==> config.mk <==
export PLATFORM = sky130hd
export DESIGN_NAME = rle_ascii_count_encoder_unit
export DESIGN_NICKNAME = d
export VERILOG_FILES = /design/src/design/rac_pkg.sv /design/src/design/rac_run_tracker.sv /design/src/design/rac_rec_fifo.sv /design/src/design/rac_serializer.sv /design/src/design/rle_ascii_count_encoder_unit.sv
export SDC_FILE = /design/constraint.sdc
export NUM_CORES = 1
export LEC_CHECK = 0
export ABC_AREA = 1
export ABC_CLOCK_PERIOD_IN_PS = 10400
export BUFFER_PORTS_ARGS = -buffer_cell sky130_fd_sc_hd__buf_2
export CORE_AREA = 2 2 158 160
export DETAILED_ROUTE_END_ITERATION = 8
export DIE_AREA = 0 0 160 162
export PLACE_DENSITY = 0.76
export SLEW_MARGIN = 25
export SYNTH_ARGS = -nofsm -noshare
export SYNTH_HDL_FRONTEND = slang
export SYNTH_SLANG_ARGS = --single-unit
==> constraint.sdc <==
create_clock -name aclk -period 10.4 [get_ports aclk]
set_input_delay 2.08 -clock aclk [delete_from_list [all_inputs] [get_ports aclk]]
set_output_delay 2.08 -clock aclk [all_outputs]
set_load 0.005 [all_outputs]
==> src/design/rac_pkg.sv <==
// Shared types, constants and helper functions for the run-length encoder.
// Holds the run record that the tracker hands to the output serializer.
// No dependencies.
`default_nettype none

package rac_pkg;

    localparam int RAC_BYTE_W   = 8;
    localparam int RAC_LEN_W    = 16;
    localparam int RAC_DIGITS   = 5;
    localparam int RAC_BCD_W    = 4 * RAC_DIGITS;
    localparam int RAC_NDIG_W   = 3;
    localparam int RAC_FIFO_DEPTH = 4;
    localparam int RAC_PTR_W    = $clog2(RAC_FIFO_DEPTH);
    localparam int RAC_CNT_W    = $clog2(RAC_FIFO_DEPTH + 1);

    localparam logic [3:0] RAC_ASCII_ZERO_HI = 4'h3;

    typedef struct packed {
        logic                  last;
        logic [RAC_NDIG_W-1:0] ndig;
        logic [RAC_BCD_W-1:0]  bcd;
        logic [RAC_BYTE_W-1:0] sym;
    } rac_rec_t;

    typedef struct packed {
        logic     push_a;
        logic     push_b;
        rac_rec_t rec_a;
        rac_rec_t rec_b;
    } rac_push_t;

    typedef struct packed {
        logic                 space_ok;
        logic                 not_empty;
        logic [RAC_CNT_W-1:0] count;
    } rac_fifo_stat_t;

    function automatic logic [RAC_BCD_W-1:0] rac_bcd_inc(input logic [RAC_BCD_W-1:0] v);
        logic [RAC_BCD_W-1:0] r;
        logic                 carry;
        r     = v;
        carry = 1'b1;
        for (int i = 0; i < RAC_DIGITS; i++) begin
            if (carry) begin
                if (v[4*i +: 4] == 4'd9) begin
                    r[4*i +: 4] = 4'd0;
                end else begin
                    r[4*i +: 4] = v[4*i +: 4] + 4'd1;
                    carry       = 1'b0;
                end
            end
        end
        return r;
    endfunction

    function automatic logic [RAC_NDIG_W-1:0] rac_ndigits(input logic [RAC_BCD_W-1:0] v);
        logic [RAC_NDIG_W-1:0] n;
        n = RAC_NDIG_W'(1);
        for (int i = 1; i < RAC_DIGITS; i++) begin
            if (v[4*i +: 4] != 4'd0) begin
                n = RAC_NDIG_W'(i + 1);
            end
        end
        return n;
    endfunction

endpackage

`default_nettype wire

==> src/design/rac_run_tracker.sv <==
// Tracks the open run: its byte, binary length and decimal length.
// Emits up to two run records per accepted item. Depends on rac_pkg.
`default_nettype none

module rac_run_tracker import rac_pkg::*; #(
    parameter int unsigned MAX_RUN = 65535
) (
    input  wire logic                  aclk,
    input  wire logic                  aresetn,
    input  wire logic                  accept,
    input  wire logic [RAC_BYTE_W-1:0] data_byte,
    input  wire logic                  end_of_string,
    output rac_push_t                  push
);

    localparam logic [RAC_LEN_W-1:0] LIMIT = RAC_LEN_W'(MAX_RUN);

    logic [RAC_BYTE_W-1:0] sym_reg,  sym_next;
    logic [RAC_LEN_W-1:0]  len_reg,  len_next;
    logic [RAC_BCD_W-1:0]  bcd_reg,  bcd_next;
    logic                  open_reg, open_next;

    logic                  match;
    logic                  flush;
    logic [RAC_LEN_W-1:0]  len_new;
    logic [RAC_BCD_W-1:0]  bcd_new;
    logic [RAC_BYTE_W-1:0] sym_new;

    always_comb begin
        match   = open_reg && (sym_reg == data_byte);
        len_new = match ? len_reg + RAC_LEN_W'(1) : RAC_LEN_W'(1);
        bcd_new = match ? rac_bcd_inc(bcd_reg) : RAC_BCD_W'(1);
        sym_new = data_byte;
        flush   = (len_new >= LIMIT) || end_of_string;

        push.push_a      = accept && open_reg && !match;
        push.rec_a.sym   = sym_reg;
        push.rec_a.bcd   = bcd_reg;
        push.rec_a.ndig  = rac_ndigits(bcd_reg);
        push.rec_a.last  = !flush;

        push.push_b      = accept && flush;
        push.rec_b.sym   = sym_new;
        push.rec_b.bcd   = bcd_new;
        push.rec_b.ndig  = rac_ndigits(bcd_new);
        push.rec_b.last  = 1'b1;

        sym_next  = sym_reg;
        len_next  = len_reg;
        bcd_next  = bcd_reg;
        open_next = open_reg;
        if (accept) begin
            if (flush) begin
                sym_next  = '0;
                len_next  = '0;
                bcd_next  = '0;
                open_next = 1'b0;
            end else begin
                sym_next  = sym_new;
                len_next  = len_new;
                bcd_next  = bcd_new;
                open_next = 1'b1;
            end
        end
    end

    always_ff @(posedge aclk) begin
        if (!aresetn) begin
            sym_reg  <= '0;
            len_reg  <= '0;
            bcd_reg  <= '0;
            open_reg <= 1'b0;
        end else begin
            sym_reg  <= sym_next;
            len_reg  <= len_next;
            bcd_reg  <= bcd_next;
            open_reg <= open_next;
        end
    end

endmodule

`default_nettype wire

==> src/design/rac_rec_fifo.sv <==
// Small queue of run records, two writes and one read per cycle.
// Depends on rac_pkg.
`default_nettype none

module rac_rec_fifo import rac_pkg::*; (
    input  wire logic     aclk,
    input  wire logic     aresetn,
    input  wire rac_push_t push,
    input  wire logic     pop,
    output rac_rec_t      head,
    output rac_fifo_stat_t stat
);

    rac_rec_t              mem_reg [RAC_FIFO_DEPTH];
    logic [RAC_PTR_W-1:0]  wr_reg, wr_next;
    logic [RAC_PTR_W-1:0]  rd_reg, rd_next;
    logic [RAC_CNT_W-1:0]  cnt_reg, cnt_next;
    logic [RAC_PTR_W-1:0]  wr_b;
    logic                  do_pop;

    always_comb begin
        do_pop   = pop && (cnt_reg != '0);
        wr_b     = wr_reg + RAC_PTR_W'(push.push_a);
        wr_next  = wr_reg + RAC_PTR_W'(push.push_a) + RAC_PTR_W'(push.push_b);
        rd_next  = rd_reg + RAC_PTR_W'(do_pop);
        cnt_next = cnt_reg + RAC_CNT_W'(push.push_a) + RAC_CNT_W'(push.push_b)
                   - RAC_CNT_W'(do_pop);
        head           = mem_reg[rd_reg];
        stat.count     = cnt_reg;
        stat.not_empty = (cnt_reg != '0);
        stat.space_ok  = (cnt_reg <= RAC_CNT_W'(RAC_FIFO_DEPTH - 2));
    end

    always_ff @(posedge aclk) begin
        if (push.push_a) begin
            mem_reg[wr_reg] <= push.rec_a;
        end
        if (push.push_b) begin
            mem_reg[wr_b] <= push.rec_b;
        end
    end

    always_ff @(posedge aclk) begin
        if (!aresetn) begin
            wr_reg  <= '0;
            rd_reg  <= '0;
            cnt_reg <= '0;
        end else begin
            wr_reg  <= wr_next;
            rd_reg  <= rd_next;
            cnt_reg <= cnt_next;
        end
    end

endmodule

`default_nettype wire

==> src/design/rac_serializer.sv <==
// Turns each run record into its byte and its decimal digits, one item a cycle while records wait
// and out_ready is high, through a registered output stage. Depends on rac_pkg.
`default_nettype none

module rac_serializer import rac_pkg::*; (
    input  wire logic                  aclk,
    input  wire logic                  aresetn,
    input  wire rac_rec_t              head,
    input  wire logic                  head_valid,
    output logic                       pop,
    output logic                       out_valid,
    output logic [RAC_BYTE_W-1:0]      out_byte,
    output logic                       out_last,
    input  wire logic                  out_ready
);

    rac_rec_t              rec_reg, rec_next;
    logic                  busy_reg, busy_next;
    logic [RAC_NDIG_W-1:0] pos_reg, pos_next;
    logic                  ov_reg, ov_next;
    logic [RAC_BYTE_W-1:0] ob_reg, ob_next;
    logic                  ol_reg, ol_next;

    logic                  can_load;
    logic                  final_byte;
    logic [RAC_NDIG_W-1:0] k;
    logic [3:0]            digit;
    logic [RAC_BYTE_W-1:0] cur_byte;

    always_comb begin
        can_load   = !ov_reg || out_ready;
        final_byte = busy_reg && (pos_reg == rec_reg.ndig);
        k          = rec_reg.ndig - pos_reg;
        unique case (k)
            3'd0:    digit = rec_reg.bcd[3:0];
            3'd1:    digit = rec_reg.bcd[7:4];
            3'd2:    digit = rec_reg.bcd[11:8];
            3'd3:    digit = rec_reg.bcd[15:12];
            3'd4:    digit = rec_reg.bcd[19:16];
            default: digit = 4'd0;
        endcase
        cur_byte = (pos_reg == '0) ? rec_reg.sym : {RAC_ASCII_ZERO_HI, digit};

        pop = head_valid && (!busy_reg || (can_load && final_byte));

        rec_next  = rec_reg;
        busy_next = busy_reg;
        pos_next  = pos_reg;
        ov_next   = ov_reg;
        ob_next   = ob_reg;
        ol_next   = ol_reg;

        if (can_load) begin
            ov_next = busy_reg;
            ob_next = cur_byte;
            ol_next = final_byte && rec_reg.last;
            if (busy_reg) begin
                pos_next = pos_reg + RAC_NDIG_W'(1);
            end
            if (final_byte) begin
                busy_next = 1'b0;
            end
        end
        if (pop) begin
            rec_next  = head;
            busy_next = 1'b1;
            pos_next  = '0;
        end
    end

    always_ff @(posedge aclk) begin
        rec_reg <= rec_next;
        pos_reg <= pos_next;
        ob_reg  <= ob_next;
        ol_reg  <= ol_next;
    end

    always_ff @(posedge aclk) begin
        if (!aresetn) begin
            busy_reg <= 1'b0;
            ov_reg   <= 1'b0;
        end else begin
            busy_reg <= busy_next;
            ov_reg   <= ov_next;
        end
    end

    assign out_valid = ov_reg;
    assign out_byte  = ob_reg;
    assign out_last  = ol_reg;

endmodule

`default_nettype wire

==> src/design/rle_ascii_count_encoder_unit.sv <==
// Run-length encoder with ASCII decimal counts; top level of the block.
// An item is taken in any cycle in which the record queue has room for two runs.
// Each run record passes the queue, then the serializer's record and output registers.
// Results leave at one byte per cycle while records are queued and m_tready is high.
// Synchronous active-low reset closes the open run and empties the queue.
`default_nettype none

module rle_ascii_count_encoder_unit import rac_pkg::*; #(
    parameter int unsigned MAX_RUN = 65535
) (
    input  wire logic       aclk,
    input  wire logic       aresetn,
    input  wire logic       s_tvalid,
    output logic            s_tready,
    input  wire logic [7:0] s_tdata,   // [7:0] data_byte
    input  wire logic       s_tlast,   // end_of_string
    output logic            m_tvalid,
    input  wire logic       m_tready,
    output logic [7:0]      m_tdata,   // [7:0] out_byte
    output logic            m_tlast    // last_of_burst
);

    rac_push_t      push;
    rac_rec_t       head;
    rac_fifo_stat_t stat;
    logic           pop;
    logic           accept;

    assign s_tready = stat.space_ok;
    assign accept   = s_tvalid && s_tready;

    rac_run_tracker #(
        .MAX_RUN(MAX_RUN)
    ) u_tracker (
        .aclk          (aclk),
        .aresetn       (aresetn),
        .accept        (accept),
        .data_byte     (s_tdata),
        .end_of_string (s_tlast),
        .push          (push)
    );

    rac_rec_fifo u_fifo (
        .aclk    (aclk),
        .aresetn (aresetn),
        .push    (push),
        .pop     (pop),
        .head    (head),
        .stat    (stat)
    );

    rac_serializer u_ser (
        .aclk       (aclk),
        .aresetn    (aresetn),
        .head       (head),
        .head_valid (stat.not_empty),
        .pop        (pop),
        .out_valid  (m_tvalid),
        .out_byte   (m_tdata),
        .out_last   (m_tlast),
        .out_ready  (m_tready)
    );

`ifndef SYNTHESIS
    a_fifo_bound: assert property (@(posedge aclk) disable iff (!aresetn)
        stat.count <= RAC_CNT_W'(RAC_FIFO_DEPTH))
        else $error("run record queue overfilled");

    a_flush_queued: assert property (@(posedge aclk) disable iff (!aresetn)
        s_tvalid && s_tready && s_tlast |=> stat.count != '0)
        else $error("final item left no run record queued");

    a_accept_room: assert property (@(posedge aclk) disable iff (!aresetn)
        (push.push_a || push.push_b) |-> stat.count <= RAC_CNT_W'(RAC_FIFO_DEPTH - 2))
        else $error("run record pushed without room");
`endif

endmodule

`default_nettype wire

==> impl_results.md, run 1 <==
* Status: complete, no violations
* Top Ports at 24
* Initial antenna violation count at 0
* Post-cts hold buffer count at 0
* Clock Skews at 0.00798 ns
* Filler cells at 2,164
* Count of pins over their slew limit at 0
* Setup bufs post-CTS at 0
* Number of global-route vias before repair at 9,280
* Detailed Routing Iterations Pass 1 at 6
* Startpoint Class: primary input
* Cell Chain, Critical Path: buf_2 > inv_2 > nor2_1 > nor2_1 > nand3_1 > nor2_4 > nand3_1 > nor2_2 > nand3_4 > a21oi_1 > inv_1 > ha_1 > fa_1 > inv_1 > fa_1 > nand2_1 > inv_1
* Share of cells above drive strength 1 at 7.60%
* Distinct cells, synth at 36
* Std cell rows at 57
* Cell mode on critical path: inv_1
* Cts repair resizes at 0
* CP bufs+invs at 5
* Number of flip-flops in the largest register at 128
* Number of port buffers at 23
* Die H at 162 microns
* Ys async rst share at 0%
* Cell area power density at 213 nW/um^2
* VDD IR-drop max at 0.000125 V
* Drt total wl at 32,100 microns
* Final RePlAce weighted congestion at 0.864
* Final period util at 55.3%
* Final WS setup at 4.65 ns
* Die W at 160 microns
* Most common flop cell mapped by yosys: edfxtp_1
* Syn_area_per_cell at 7.89 sq um
* Remaining Overflow, GRT at 0
* Arrival time at the worst endpoint at 6.18 ns
* DP Worst Slack at 4.16 ns
* Maxcap violations at 0
* Worst Hold Class: register to register
* Clk buf depth at 3
* Unrepaired setup endpoints after global routing: no
* Die area at 25,900 sq um
* Tightest Pin Transition at 1.02 ns
* Core Area at 24,100 sq um
* Final Hold Viols at 0
* Drt wl/cell at 17.0 microns
* DRT iter0 DRCs at 1,340
* Normalized max-slew margin at 32.0%
* TritonCTS Buffers at 24
* Worst setup EP type: register
* DP HPWL at 21,500 microns
* CP top delay family: simple AND/OR/NAND/NOR gates
* Yosys reg bits at 226
* Clk sinks at 226
* Setup Viol. Count Final at 0
* CTS tree: built
* All-Layer GR Usage at 24.4%
* Vias at 10,800
* Initial core utilization at 51.5%
* Cells after Synth at 1,573
* H-tree Lvls at 1
* CP Max Fanout at 46
* WS Path Type: primary input to register
* Number of nets in the layout at 1,575
* Max stage delay cell, worst path: a21oi_1
* Pleak at 4.83 nW
* Post-Syn Nets at 1,601
* CP required at 10.83 ns
* Post-synth EDFFs at 165
* Synthesized cell area at 12,400 sq um
* Synth warnings at 0
* ANT nets after route at 0
* Seq/Total Area, Yosys at 49.8%
* Via density at 5.72
* # diodes at 0
* Crit path largest cell delay at 0.81 ns
* First-pass GRT wire length at 50,600 microns
* Crit path time final at 5.75 ns
* Clock Latency Late Sink at 0.53 ns
* Largest net degree at the start of global routing at 67
* Clk root buf: clkbuf_16
* DRC violations left at 0
* Synth-to-layout area growth at 8.97%
* Reg clk slew, reported paths at 0.06 ns
* Setup TNS at 0 ns
* Fmax at 174 MHz
[Yosys cell counts, types with 3 or more instances]
cell type  number  area (sq um)
nand2_1       354          1330
o21ai_1       117           586
inv_1         112           420
nor3_1         12          60.1
nand3_1        56           280
edfxtp_1      165          4950
or2_2           3          18.8
nand4_1        58           363
xnor2_1         4          35.0
nor2_2          8          50.1
nand3_2         8          80.1
buf_2          39           195
nor4_1          3          18.8
dfxtp_1        61          1220
o211ai_1        4          30.0
o21ai_0        90           450
ha_1           12           150
a21oi_1        62           310
xor2_1         12           105
o22ai_1        33           206
inv_2          12          45.0
nor2_1        278          1040
nand3_4         5          87.6
fa_1            3          60.1
buf_1           6          22.5
clkbuf_1       42           158
[path summary, 6_finish.rpt]
check / start / end / slack (ns) / cells after the start
max: s_tdata[0] / u_fifo.cnt_reg[1] / 4.65 / 17
min: u_tracker.sym_reg[7] / u_tracker.sym_reg[7] / 0.49 / 2
min reg2reg: u_tracker.sym_reg[7] / u_tracker.sym_reg[7] / 0.49 / 2
max reg2reg: u_tracker.sym_reg[3] / u_fifo.cnt_reg[1] / 5.90 / 17
[layer usage]
metal / routed length, microns / track usage, % / vias to the layer above
li1: - / - / 5262
met1: 14600 / 37.1 / 5007
met2: 14000 / 36.8 / 483
met3: 2920 / 4.03 / 45
met4: 660 / 5.16 / 0
met5: 0 / 0 / -
[power by group]
group	total [mW]	leakage [nW]	internal [mW]	switching, mW
Combinational	0.702	2.29	0.198	0.504
Sequential	1.25	2.13	1.19	0.0618
Clock	0.927	0.418	0.565	0.362
[cell families (layout without fill, tap and decap cells)]
logic type,count (synthesis),after routing,share of synthesized area (%)
simple gates,795,795,27.7
flops,226,226,49.8
compound gates,308,308,12.9
fa+ha+maj,15,15,1.69
buf+inv,213,205,6.84
xor+xnor,16,16,1.13
[worst reg2reg max path, cell delays in order (launching register included)]
cell     delay, ns
dfxtp_1       0.36
inv_1         0.11
nand2_1       0.13
nand2_1       0.10
nor2_2        0.13
nand3_1       0.15
nor2_4        0.38
nand3_1       0.15
nor2_2        0.17
nand3_4       0.50
a21oi_1       0.83
inv_1         0.10
ha_1          0.31
fa_1          0.36
inv_1         0.08
fa_1          0.41
nand2_1       0.08
inv_1         0.03
[cell usage in the layout (no fill, tap or decap), drive strengths merged]
cell and n:
a21oi 62, and2 2, and3 2, buf 35, bufinv 4, clkbuf 32, clkinv 7, clkinvlp 3
dfxtp 61, edfxtp 165, fa 3, ha 12, inv 124, nand2 355, nand3 69, nand3b 1
nand4 58, nor2 288, nor3 14, nor4 3, o211ai 4, o21ai 207, o21bai 1, o22ai 33
o31ai 1, or2 3, xnor2 4, xor2 12
[through the flow]
stage          utilization (%)  instances  hold slack (ns)  instance area, sq um  total power, mW
3_3_place_gp              52.5       1845            0.467                 12600             1.94
5_1_grt                   56.1       1889            0.506                 13500             3.03
6_report                  56.1       1889            0.487                 13500             2.88
2_1_floorplan                -       1573            0.451                 12400             1.75
4_1_cts                   56.1       1889            0.487                 13500             2.89
3_5_place_dp              52.5       1845            0.478                 12600             1.97
[layout make-up]
cell class | count | area [sq um] | share of cell area (%)
Multi-Input combinational cell | 1134 | 5390 | 39.9
Timing Repair Buffer | 35 | 205 | 1.52
Clock inverter | 12 | 183 | 1.35
Clock buffer | 32 | 686 | 5.07
Inverter | 126 | 473 | 3.50
Tap cell | 324 | 405 | 3.00
Sequential cell | 226 | 6180 | 45.7
Power figures use the tool's default switching activity.
==> inputs of run 2 (changes only) <==
- ABC_CLOCK_PERIOD_IN_PS: 10400 -> 5950
- clock period: 10.4 -> 5.95 ns (I/O delays scaled with it)
==> impl_results.md, run 2 (synthesized netlist as in run 1, its figures left out) <==
* Status: complete, no violations
* Clk root buf: clkbuf_16
* DRT iter0 DRCs at 1,149 (-14%)
* Number of nets in the layout at 1,583 (+0.51%)
* CP required at 6.11 ns (-4.72 ns)
* Drt wl/cell at 16.2 microns (-4.5%)
* Worst r2r dst: u_fifo.mem_reg[0][6]
* Number of flip-flops in the largest register at 128 (unchanged)
* Core Area at 24,100 sq um (unchanged)
* Final period util at 67.6%
* Worst Hold Class: register to register
* GR Util met1 at 33.0% (-4.1 points)
* Most frequent cells in the layout: nand2_1 (354), nor2_1 (277), edfxtp_1 (165), o21ai_1 (117), inv_1 (112)
* Worst setup EP type: register
* Critical Path Start: s_tdata[7]
* GR Layer Usage met3 at 3.37% (-0.66 points)
* Total power at 4.83 mW (+68%)
* Critical Path End: u_fifo.mem_reg[0][6]
* H-tree Lvls at 1 (unchanged)
* R2R Path Start: u_fifo.cnt_reg[1]
* Setup TNS at 0 ns (unchanged)
* Die area at 25,900 sq um (unchanged)
* # diodes at 0 (unchanged)
* Vias at 10,600 (-1.4%)
* WS Path Type: primary input to register
* Post-Place Cells at 1,852 (+0.38%)
* All-Layer GR Usage at 23.8% (-0.60 points)
* Top Ports at 24 (unchanged)
* Crit path time final at 4.02 ns
* Clock Skews at 0.0107 ns (+0.00275 ns)
* Largest net degree at the start of global routing at 67 (unchanged)
* Cell area power density at 360 nW/um^2 (+69%)
* Number of global-route vias before repair at 9,738 (+4.9%)
* TritonCTS Buffers at 25 (+4.2%)
* Setup Viol. Count Final at 0 (unchanged)
* Die H at 162 microns (unchanged)
* CTS tree: built
* Met2 GRT Util at 39.1% (+2.3 points)
* DP HPWL at 20,000 microns (-6.9%)
* Maxcap violations at 0 (unchanged)
* Std cell rows at 57 (unchanged)
* Via density at 5.61 (-1.9%)
* Setup bufs post-CTS at 0 (unchanged)
* Final RePlAce weighted congestion at 0.906 (+4.9%)
* Arrival time at the worst endpoint at 4.19 ns (-1.99 ns)
* Fmax at 248 MHz
* Unrepaired setup endpoints after global routing: no
* Reg clk slew, reported paths at 0.06 ns (about the same)
* Clock Latency Late Sink at 0.53 ns (about the same)
* ANT nets after route at 0 (unchanged)
* Reg-to-reg slack, setup at 2.01 ns (-3.89 ns)
* Tightest Pin Transition at 1.03 ns (+0.00874 ns)
* Drt total wl at 30,800 microns (-4.1%)
* Reg2reg path depth at 14 (-3)
* Initial antenna violation count at 0 (unchanged)
* Number of port buffers at 23 (unchanged)
* Cts repair resizes at 0 (unchanged)
* Clk buf depth at 3 (unchanged)
* Startpoint Class: primary input
* Hold_sp: u_tracker.len_reg[14]
* Remaining Overflow, GRT at 0 (unchanged)
* Filler cells at 2,177 (+0.60%)
* Initial core utilization at 51.5% (unchanged)
* VDD IR-drop max at 0.000189 V (+51%)
* Pleak at 4.81 nW (-0.48%)
* Normalized max-slew margin at 31.4% (-0.66 points)
* Post-cts hold buffer count at 0 (unchanged)
* Clk sinks at 226 (unchanged)
* CP Max Fanout at 62 (+35%)
* Detailed Routing Iterations Pass 1 at 6 (unchanged)
* First-pass GRT wire length at 49,700 microns (-1.9%)
* Die W at 160 microns (unchanged)
* Final Hold Viols at 0 (unchanged)
* Count of pins over their slew limit at 0 (unchanged)
* GR peak layer: met2
* Leading cell type in the layout, fill and taps excluded: nand2_1
* Share of cells above drive strength 1 at 7.56% (-0.043 points)
* Cell Count, Final, Fillers Out at 1,898 (+0.48%)
* DRC violations left at 0 (unchanged)
* Synth-to-layout area growth at 8.38%
[run 2: cell type report]
class | count | area, sq um | share of cell area [%]
well taps | 324 | 405 | 3.02
multi-input cells | 1134 | 5390 | 40.1
inverters | 126 | 473 | 3.52
flip-flops and latches | 226 | 6180 | 45.9
clock inverters | 11 | 60.1 | 0.447
clock buffers | 35 | 683 | 5.08
repair buffers | 42 | 258 | 1.92
[run 2: worst min-delay path by stage]
| stage | endpoint | slack (ns) | cells past startpoint |
|---|---|---|---|
| floorplan | u_fifo.mem_reg[1][31] | 0.45 | 2 |
| global placement | u_tracker.len_reg[14] | 0.47 | 2 |
| detailed placement | u_tracker.len_reg[15] | 0.47 | 2 |
| CTS | u_tracker.len_reg[15] | 0.48 | 2 |
| global route | u_tracker.sym_reg[7] | 0.50 | 2 |
| finish | u_tracker.len_reg[14] | 0.48 | 2 |
[run 2: per-layer routing]
layer,vias to the layer above,part of all wire (%),wire length [microns]
met5,-,0,0
met4,0,2.0,620
met3,42,8.7,2690
met2,426,47,14400
met1,4919,43,13100
li1,5260,-,-
[run 2: stage by stage]
stage,hold WS [ns],setup WS (ns),area [sq um],util (%)
6_report,0.482,1.93,13400,55.8
5_1_grt,0.501,1.70,13400,55.8
4_1_cts,0.483,1.97,13400,55.8
3_5_place_dp,0.473,1.43,12700,52.7
3_3_place_gp,0.468,1.50,12700,52.7
2_1_floorplan,0.451,1.12,12400,-
[run 2: power breakdown]
part	internal, mW	switching (mW)
sequential	2.08	0.0972
combinational	0.354	0.896
clock	0.800	0.608
total	3.23	1.60
[run 2: worst max-delay path: stages]
cell,delay (ns)
buf_2,0.12
inv_1,0.13
nand2_1,0.12
and2_1,0.19
nand3_1,0.10
nor2_1,0.08
nor3_2,0.41
ha_1,0.26
xnor2_1,0.21
inv_1,0.10
nor2_1,0.26
nand3_4,0.09
buf_4,0.34
nand2_1,0.13
buf_4,0.44
==> inputs of run 3 (changes only) <==
- ABC_CLOCK_PERIOD_IN_PS: 5950 -> 3800
- clock period: 5.95 -> 3.8 ns (I/O delays scaled with it)
==> impl_results.md, run 3 (synthesized netlist as in run 1, its figures left out) <==
* Die H at 162 microns (unchanged)
* VDD IR-drop max at 0.000267 V (+41%)
* Core Area at 24,100 sq um (unchanged)
* Cts repair resizes at 0 (unchanged)
* Vias at 10,800 (+1.7%)
* CP Max Fanout at 61 (-1.6%)
* Remaining Overflow, GRT at 0 (unchanged)
* Max stage delay cell, worst path: buf_4
* Hold_sp: u_ser.pos_reg[1]
* ANT nets after route at 0 (unchanged)
* Startpoint Class: register
* WS Path Type: register to register
* Worst Hold Class: register to register
* Total power at 7.85 mW (+62%)
* Normalized max-slew margin at 33.4% (+2.0 points)
* DRT iter0 DRCs at 1,130 (-1.7%)
* Detailed Routing Iterations Pass 1 at 6 (unchanged)
* Reg2reg path depth at 14 (unchanged)
* Critical Path Start: u_tracker.len_reg[0]
* Largest net degree at the start of global routing at 66 (-1.5%)
* Leading cell type in the layout, fill and taps excluded: nand2_1
* First-pass GRT wire length at 50,500 microns (+1.7%)
* CP bufs+invs at 2 (-3)
* Worst setup EP type: register
* DRC violations left at 0 (unchanged)
* # diodes at 0 (unchanged)
* Die area at 25,900 sq um (unchanged)
* Number of port buffers at 23 (unchanged)
* Cell area power density at 574 nW/um^2 (+60%)
* Arrival time at the worst endpoint at 3.52 ns (-0.67 ns)
* CP top delay family: simple AND/OR/NAND/NOR gates
* Tightest Pin Transition at 0.992 ns (-0.0366 ns)
* Clock Latency Late Sink at 0.53 ns (about the same)
* Final hold slack at 0.488 ns (+0.00587 ns)
* Final period util at 86.0%
* Maxcap violations at 0 (unchanged)
* Number of flip-flops in the largest register at 128 (unchanged)
* Clk buf depth at 3 (unchanged)
* Number of nets in the layout at 1,592 (+0.57%)
* Final RePlAce weighted congestion at 0.904 (-0.30%)
* Top Ports at 24 (unchanged)
* R2R Path Start: u_tracker.len_reg[0]
* CP required at 4.05 ns (-2.06 ns)
* Critical Path End: u_fifo.mem_reg[0][9]
* Crit path largest cell delay at 0.54 ns (+0.10 ns)
* Final Hold Viols at 0 (unchanged)
* Drt total wl at 31,700 microns (+2.8%)
* Drt wl/cell at 16.6 microns (+2.3%)
* Reg-to-reg slack, setup at 0.53 ns (-1.48 ns)
* Via density at 5.68 (+1.2%)
* Cell Chain, Critical Path: ha_1 > nand3_1 > nor2_1 > nand2_1 > nand3_1 > nor2_1 > nand2_1 > nor2_2 > nand3_4 > buf_4 > nand2_8 > nand3_4 > buf_4 > o21ai_1
* CTS tree: built
* Std cell rows at 57 (unchanged)
* Setup Viol. Count Final at 0 (unchanged)
* Post-cts hold buffer count at 0 (unchanged)
* Count of pins over their slew limit at 0 (unchanged)
* Fmax at 306 MHz
* Clock Skews at 0.0214 ns (+0.0106 ns)
* Synth-to-layout area growth at 10.2%
* Worst r2r dst: u_fifo.mem_reg[0][9]
* Clk sinks at 226 (unchanged)
* Status: complete, no violations
* Initial antenna violation count at 0 (unchanged)
* Number of cells on the critical path at 14 (-1)
* Share of cells above drive strength 1 at 8.34% (+0.78 points)
* Initial core utilization at 51.5% (unchanged)
* Die W at 160 microns (unchanged)
* Setup TNS at 0 ns (unchanged)
* DP HPWL at 20,600 microns (+2.9%)
* Unrepaired setup endpoints after global routing: no
* Clk root buf: clkbuf_16
* Number of global-route vias before repair at 9,842 (+1.1%)
* Pleak at 4.91 nW (+2.1%)
* Crit path time final at 3.27 ns
* Reg clk slew, reported paths at 0.06 ns (about the same)
* TritonCTS Buffers at 25 (unchanged)
* All-Layer GR Usage at 24.2% (+0.47 points)
* H-tree Lvls at 1 (unchanged)
* Setup bufs post-CTS at 0 (unchanged)
* Most frequent cells in the layout: nand2_1 (354), nor2_1 (277), edfxtp_1 (165), o21ai_1 (117), inv_1 (111)
==> run 3: worst min path at each step <==
stage,end,slack [ns],cells after the start
4_1_cts,u_tracker.sym_reg[7],0.49,2
5_1_grt,u_tracker.len_reg[5],0.51,2
3_5_place_dp,u_fifo.mem_reg[1][31],0.48,2
3_3_place_gp,u_tracker.sym_reg[2],0.47,2
6_report,u_ser.pos_reg[1],0.49,2
2_1_floorplan,u_fifo.mem_reg[1][31],0.45,2
==> run 3: metrics by stage <==
step	area (sq um)	worst slack, ns	std cells	util (%)
after floorplan	12400	0.0315	1573	-
after global placement	12900	0.356	1861	53.3
after detailed placement	12900	0.305	1861	53.3
after CTS	13700	0.571	1907	56.7
after global routing	13700	0.172	1907	56.7
final	13700	0.531	1907	56.7
==> run 3: final cells by class <==
cell class,instances,area [sq um]
clock buffers,33,666
well taps,324,405
fillers,2211,10400
multi-input cells,1134,5390
clock inverters,13,148
inverters,126,474
flip-flops and latches,226,6180
repair buffers,51,413
==> run 3: power breakdown <==
part | total (mW) | internal, mW | switching, mW
logic | 2.02 | 0.584 | 1.44
registers | 3.42 | 3.26 | 0.162
clock network | 2.41 | 1.44 | 0.970
==> run 3: metal layers <==
| metal | part of all wire, % | up-vias | GRT usage (%) |
|---|---|---|---|
| li1 | - | 5283 | - |
| met5 | 0 | - | 0 |
| met3 | 9.0 | 76 | 3.42 |
| met4 | 2.8 | 0 | 8.19 |
| met2 | 47 | 472 | 41.2 |
| met1 | 41 | 4996 | 32.2 |
==> run 3: worst reg2reg max path, delay by kind of cell (launching register included) <==
family | cells | cell delay (ns)
buf+inv | 2 | 0.99
compound gates | 1 | 0.19
flops | 1 | 0.43
fa+ha+maj | 1 | 0.22
simple gates | 10 | 1.17
